--- config.mk ---
export PLATFORM = sky130hd
export DESIGN_NAME = ddet_alu
export DESIGN_NICKNAME = d
export VERILOG_FILES = /design/src/rtl/ddet_pkg.sv /design/src/rtl/ddet_alu.sv
export SDC_FILE = /design/constraint.sdc
export NUM_CORES = 1
export LEC_CHECK = 0
export BUFFER_PORTS_ARGS = -buffer_cell sky130_fd_sc_hd__buf_2
export CAP_MARGIN = 20
export CORE_MARGIN = 5
export CORE_UTILIZATION = 57
export DETAILED_ROUTE_END_ITERATION = 8
export GPL_TIMING_DRIVEN = 0
export MAX_ROUTING_LAYER = met4
export PLACE_DENSITY = 0.93
export SYNTH_ARGS = -nofsm -noshare
export SYNTH_HDL_FRONTEND = slang
export SYNTH_SLANG_ARGS = --single-unit
--- constraint.sdc ---
create_clock -name vclk -period 5.8
set_clock_uncertainty 0.05 [all_clocks]
set_input_delay 0.29 -clock vclk [all_inputs]
set_output_delay 0.29 -clock vclk [all_outputs]
set_load 0.05 [all_outputs]
--- src/rtl/ddet_pkg.sv ---
// Shared types and constants for the deadlock detector.
// No dependencies; ddet_alu and the top level import it.
package ddet_pkg;

    typedef enum logic [2:0] {
        FUNC_LOAD_EXIST = 3'd0,
        FUNC_LOAD_AVAIL = 3'd1,
        FUNC_LOAD_ALLOC = 3'd2,
        FUNC_LOAD_REQ   = 3'd3,
        FUNC_RUN        = 3'd4
    } t_func;

    typedef enum logic [1:0] {
        ALU_ADD = 2'd0,
        ALU_EQ  = 2'd1,
        ALU_LE  = 2'd2
    } t_alu_op;

    typedef enum logic [5:0] {
        S_IDLE  = 6'b000001,
        S_CHECK = 6'b000010,
        S_CMP   = 6'b000100,
        S_SCAN  = 6'b001000,
        S_ADD   = 6'b010000,
        S_EMIT  = 6'b100000
    } t_state;

    localparam logic REG_NUM_PROC = 1'b0;
    localparam logic REG_NUM_RES  = 1'b1;

    localparam logic [4:0] NUM_PROC_RESET = 5'd16;
    localparam logic [3:0] NUM_RES_RESET  = 4'd8;

endpackage

--- src/rtl/ddet_alu.sv ---
// Shared adder and comparator for the check, compare, scan and add states.
// Depends on ddet_pkg for the operation codes.
module ddet_alu #(
    parameter int W = 21
) (
    input  ddet_pkg::t_alu_op i_op,
    input  logic [W-1:0]      i_a,
    input  logic [W-1:0]      i_b,
    output logic [W-1:0]      o_y,
    output logic              o_flag
);
    import ddet_pkg::*;

    assign o_y = i_a + i_b;

    always_comb begin
        unique case (i_op)
            ALU_EQ:  o_flag = (i_a == i_b);
            ALU_LE:  o_flag = (i_a <= i_b);
            default: o_flag = 1'b0;
        endcase
    end

endmodule

Word-level counts from Yosys, hierarchy flattened:

Index checks and enable logic that the tools add are counted.

* bits in registers: 0
* input port bits: 44
* output and inout port bits: 22
* word-level logic and storage cells: 6

* add/sub/neg operators: 1
* order comparisons: 1
* equality and inequality tests: 3
* muxes and demuxes: 1

Operator list (count)
* 21-bit adder: 1
* 21-bit equality test: 1
* 21-bit <= comparator: 1
* 2-bit by 1-bit equality test with 1-bit output, second input constant: 1
* 2-bit equality test, second input constant: 1
* 1-bit case mux with 2 select lines: 1

Longest topological paths before layout:

Gate-level depths: netlist of run 1.

* word-level depth: 2
* gate-level depth with buffers: 9
* gate-level depth less buffers: 8

Worst setup path after synthesis of run 1:

No wires, ideal clock.

* path type: input-to-output
* start: in i_a[0]
* end: out o_y[18]
* arrival time: 2.634 ns
* required time: 5.460 ns
* slack: 2.826 ns
* stages: 8
* buffers on the path: 0
* cell sequence: ha_1 > fa_1 > nor2b_1 > o211ai_2 > a211oi_2 > or2_1 > o41ai_2 > xor2_1

* word-level cells in the longest chain between the ends: 1

RTL lines
* from (decl): RTL line ddet_alu.sv:7 `input logic [W-1:0] i_a,`
* 21-bit adder: RTL line ddet_alu.sv:14 `assign o_y = i_a + i_b;`
* to (decl): RTL line ddet_alu.sv:9 `output logic [W-1:0] o_y,`

Every way passes these cells.

Worst setup path after layout of run 1:

Ends and elaborated chain as after synthesis.

==> flow_metrics.tcl, run 1 <==
set metrics [dict create \
    dieArea_um2 4233 \
    grt_pass1_wl_um 6844 \
    antenna_found_initial 0 \
    cts_setup_buffers 0 \
    fmax_mhz 344.2 \
    holdWs_ns 0.9955 \
    period_share_pct 50.09 \
    period_minus_slack_ns 2.905 \
    start_util_pct 58.03 \
    grt_pass1_vias 1803 \
    avgSynthCellArea_um2 7.024 \
    drt_iter0_markers 68 \
    drv_slew 0 \
    seq_area_um2 0 \
    num_rows 20 \
    antennaDiodeCount 0 \
    grt-ovfl-total 0 \
    num_io_pins 66 \
    grt_max_degree 11 \
    worst_pin_slew_ns 0.5065 \
    tns_ns 0 \
    drt-pass1-iter-count 4 \
    hold_violations 0 \
    irDropWorstVdd_v 0.0001110 \
    setup_viol 0 \
    fillerInstances 262 \
    portBuffers 66 \
    synth.distinct_cells 48 \
    hpwl_um 3798 \
    nNetsFinal 402 \
    syn_nets 334 \
    p_leak_nw 1.137 \
    max-cap-violations 0 \
    ys_seq_area_share_pct 0 \
    drive_gt1_share_pct 24.68 \
    ant_nets 0 \
    wl_per_cell_um 12.38 \
    mappedNetlistArea_um2 1728 \
    cp.arrival_ns 2.57 \
    fin_cells 345 \
    status "completed" \
    drc 0 \
    syn_inst 246 \
    power.density_nw_per_um2 155.6 \
    core_um2 2978 \
    wl_um 4272 \
    path_class "primary input to primary output" \
    vias 1983 \
    hp-class "primary input to primary output" \
    die_w_um 65.06 \
    track_usage_pct 19.46 \
    dp_cells 345 \
    nFlopsAndLatches 0 \
    cts_resized 0 \
    synthToLayoutAreaGrowth_pct 21.51 \
    worstSetupStartpointType "primary input" \
    nClkBuffers 0 \
    critPathMaxFanout 3 \
    rsz0062_at_grt "false" \
    crit_path_end_kind "primary output" \
    gp_congestion 0.9037 \
    relSlewSlack_pct 66.23 \
    hold_buffers 0 \
    die_h_um 65.06 \
    avgViaCountPerCell 5.748 \
    yosysWarnings 0 \
    worstPathRequired_ns 5.46 \
]
## logic make-up after synthesis
logic type               count (synthesis)  synth area share [%]
XOR/XNOR                                17                 8.617
buffers and inverters                   48                 11.30
AO/OA/AOI/OAI                           63                 26.36
adder cells (fa/ha/maj)                 44                 32.30
multiplexers                             1                0.5793
AND/OR/NAND/NOR                         73                 20.86
## cells in the final DEF (no fill, tap or decap), drive strengths merged, types with 2 or more instances in the layout
| cell type | Yosys | final |
|---|---|---|
| buf | 2 | 68 |
| inv | 44 | 44 |
| ha | 43 | 43 |
| nor2 | 30 | 30 |
| a21oi | 21 | 21 |
| xnor2 | 14 | 14 |
| o21ai | 10 | 10 |
| nand2 | 9 | 9 |
| nor2b | 7 | 7 |
| nand4 | 5 | 5 |
| a211oi | 5 | 5 |
| nand3 | 4 | 4 |
| nand2b | 4 | 4 |
| a31oi | 4 | 4 |
| or4 | 3 | 3 |
| o31ai | 3 | 3 |
| nor4 | 3 | 3 |
| xor2 | 3 | 3 |
| o211ai | 3 | 3 |
| clkbuf | 2 | 2 |
| nor3 | 2 | 2 |
| a21o | 2 | 2 |
| o21bai | 2 | 2 |
| or2 | 2 | 2 |
## per-layer routing
layer  up-vias  track usage [%]  part of all wire, %  wire length (µm)
met3         8            1.040                  6.1               259
met1       921            22.96                   42              1782
li1        985                -                    -                 -
met4         0            2.850                  1.3                55
met2        69            36.91                   51              2174
met5         -                -                    0                 0
## metrics by stage
step / util, % / cell area [µm²] / total power, mW / setup WS [ns]
global placement: 70.50 / 2100 / 0.3194 / 2.947
floorplan: - / 1728 / 0.2499 / 2.826
finish: 70.50 / 2100 / 0.3267 / 2.895
detailed placement: 70.50 / 2100 / 0.3250 / 2.917
global route: 70.50 / 2100 / 0.3520 / 2.768
CTS: 70.50 / 2100 / 0.3264 / 2.911
## power breakdown
part / internal [mW] / switching (mW)
Sequential: 0 / 0
Clock: 0 / 0
Combinational: 0.100 / 0.226
Total: 0.100 / 0.226
## final timing paths
check,start,end,depth (start not counted)
setup / recovery,i_a[0],o_y[18],10
hold / removal,i_b[0],o_y[0],4
## synth_stat cells (2+ instances only)
cell       n  area, µm²
a211oi_1   4      30.03
a21o_1     2      15.01
a21oi_1   21      105.1
a31oi_1    4      25.02
buf_6      2      22.52
clkbuf_1   2      7.510
ha_1      43      538.0
inv_1     43      161.4
nand2_1    9      33.78
nand2b_1   4      25.02
nand3_1    4      20.02
nand4_1    5      31.28
nor2_1    30      112.6
nor2b_1    7      43.79
nor3_1     2      10.01
nor4_1     3      18.77
o211ai_1   2      15.01
o21ai_0    9      45.04
o21bai_1   2      15.01
o31ai_1    3      22.52
or4_1      3      22.52
xnor2_1   14      122.6
xor2_1     3      26.28
## cell type report
class	count	area [µm²]	share of cell area (%)
Buffer	4	30.03	1.430
Timing Repair Buffer	66	330.3	15.73
Tap cell	33	41.29	1.967
Inverter	44	165.2	7.867
Multi-Input combinational cell	198	1533	73.00
## critical path: stages
cell	delay (ns)
buf_2	0.11
ha_1	0.22
fa_1	0.41
nor2b_1	0.18
o211ai_2	0.23
a211oi_2	0.11
or2_1	0.26
o41ai_2	0.33
xor2_1	0.16
buf_2	0.27
Note: power is estimated with default switching activity, not from simulation.
==> run 2: changes to the inputs <==
- CORE_UTILIZATION: 57 -> 48
- PLACE_DENSITY: 0.93 -> 0.84
- clock period: 5.8 -> 2.55 ns (I/O delays scaled with it)
==> flow_metrics.tcl, run 2 (synthesis gave the netlist of run 1 again) <==
set metrics [dict create \
    fin_util_pct 63.66 \
    avgViaCountPerCell 5.287 \
    synthToLayoutAreaGrowth_pct 25.85 \
    critPathMaxFanout 3 \
    start_util_pct 50.59 \
    ant_nets 0 \
    drt_iter0_markers 91 \
    fmax_mhz 405.3 \
    seq_area_um2 0 \
    die_h_um 70 \
    wl_per_cell_um 12.23 \
    worstPathRequired_ns 2.37 \
    portBuffers 66 \
    period_minus_slack_ns 2.467 \
    fillerInstances 335 \
    pwr-share-seq_pct 0 \
    period_share_pct 96.76 \
    status "completed" \
    irDropWorstVdd_v 0.0001906 \
    slowest_stage "o41ai_4" \
    hpwl_um 3810 \
    setup_viol 0 \
    min-delay-start "i_b[0]" \
    finalInstanceArea_um2 2175 \
    p_clk_share_pct 0 \
    nFlopsAndLatches 0 \
    combPwrFrac_pct 100.0 \
    max-cap-violations 0 \
    final_common_cell "buf_2" \
    crit_path_end_kind "primary output" \
    holdWs_ns 0.6832 \
    drive_gt1_share_pct 27.16 \
    num_io_pins 66 \
    relSlewSlack_pct 54.73 \
    worstSetupStartpointType "primary input" \
    nClkBuffers 0 \
    gp_congestion 0.8828 \
    power.density_nw_per_um2 350.8 \
    pre_cts_slack_ns -0.04108 \
    grt-ovfl-total 0 \
    drv_slew 0 \
    post_dp_cell_area_um2 2123 \
    dieArea_um2 4900 \
    drt-pass1-iter-count 4 \
    hold_violations 0 \
    core_um2 3416 \
    path_class "primary input to primary output" \
    p_leak_nw 1.147 \
    track_usage_pct 17.14 \
    grt_pass1_wl_um 7334 \
    switchingPower_mw 0.5205 \
    setup_slack_ns 0.08271 \
    cp.arrival_ns 2.29 \
    grt_max_degree 11 \
    antennaDiodeCount 0 \
    num_rows 21 \
    critical-path-max-stage-delay_ns 0.39 \
    switching_share_pct 68.24 \
    wl_um 4389 \
    vias 1898 \
    drc 0 \
    cp_cell_sequence "buf_2 > ha_2 > fa_2 > nor2b_2 > o211ai_2 > a211oi_2 > or2_1 > o41ai_4 > xor2_2 > buf_6" \
    fin_cells 359 \
    dp_cells 358 \
    min_to "o_y[0]" \
    hp-class "primary input to primary output" \
    die_w_um 70 \
    hold_buffers 0 \
    worst_pin_slew_ns 0.6734 \
    nNetsFinal 403 \
    p_int_mw 0.2423 \
    grt_pass1_vias 1782 \
    hold_depth 4 \
    final_cell_mix "63 x buf_2, 43 x inv_1, 41 x ha_1" \
    antenna_found_initial 0 \
]
==> run 2: changes by cell type in the layout (fill, tap and decap cells not counted), moves of 2 or more <==
| cell | delta |
|---|---|
| buf_2 | -3 |
| buf_4 | +2 |
| ha_1 | -2 |
| ha_2 | +2 |
==> run 2: layer usage <==
metal | vias up | GRT usage (%) | wire length (µm)
met5 | - | - | 0
li1 | 989 | - | -
met1 | 836 | 21.77 | 1928
met2 | 67 | 30.33 | 2160
met4 | 0 | 2.128 | 40
met3 | 6 | 1.435 | 260
==> run 2: what timing repair did <==
item,in CTS,in global routing
buffers inserted,0,1
pin swaps,0,6
gates resized for setup,1,11
setup endpoints to repair,1,3
==> run 2: how the worst max path moves through the flow <==
stage,to,startpoint,slack [ns],depth (start not counted)
finish,o_y[18],i_a[0],0.08,10
detailed placement,o_y[18],i_a[0],-0.04,10
global placement,o_y[18],i_a[0],-0.04,10
global route,o_y[18],i_a[0],-0.02,10
CTS,o_y[18],i_a[0],0.01,10
floorplan,o_y[14],i_a[0],0.03,8
==> run 2: power by group through the flow <==
| stage | clock [mW] | combinational (mW) | sequential (mW) |
|---|---|---|---|
| 2_1_floorplan | 0 | 0.571 | 0 |
| 4_1_cts | 0 | 0.747 | 0 |
| 3_5_place_dp | 0 | 0.741 | 0 |
| 3_3_place_gp | 0 | 0.733 | 0 |
| 6_report | 0 | 0.763 | 0 |
| 5_1_grt | 0 | 0.825 | 0 |
==> run 2: area by class of cell <==
| cell class | instances | area, µm² | share of cell area [%] |
|---|---|---|---|
| plain buffers | 4 | 30.03 | 1.381 |
| repair buffers | 67 | 349.1 | 16.05 |
| multi-input cells | 198 | 1573 | 72.32 |
| well taps | 46 | 57.56 | 2.647 |
| inverters | 44 | 165.2 | 7.595 |
==> run 2: worst max-delay path, delay by kind of cell <==
| family | cells | cell delay (ns) |
|---|---|---|
| and+or+nand+nor | 2 | 0.46 |
| buffers and inverters | 2 | 0.28 |
| AOI/OAI and AO/OA | 3 | 0.71 |
| adders and majority gates | 2 | 0.53 |
| xor gates and xnor gates | 1 | 0.18 |
==> run 2: stage by stage <==
stage / power (mW) / TNS, ns
after global placement: 0.7330 / -0.04077
after CTS: 0.7466 / 0
after detailed placement: 0.7411 / -0.04108
after floorplan: 0.5710 / 0
final: 0.7628 / 0
after global routing: 0.8252 / -0.04836
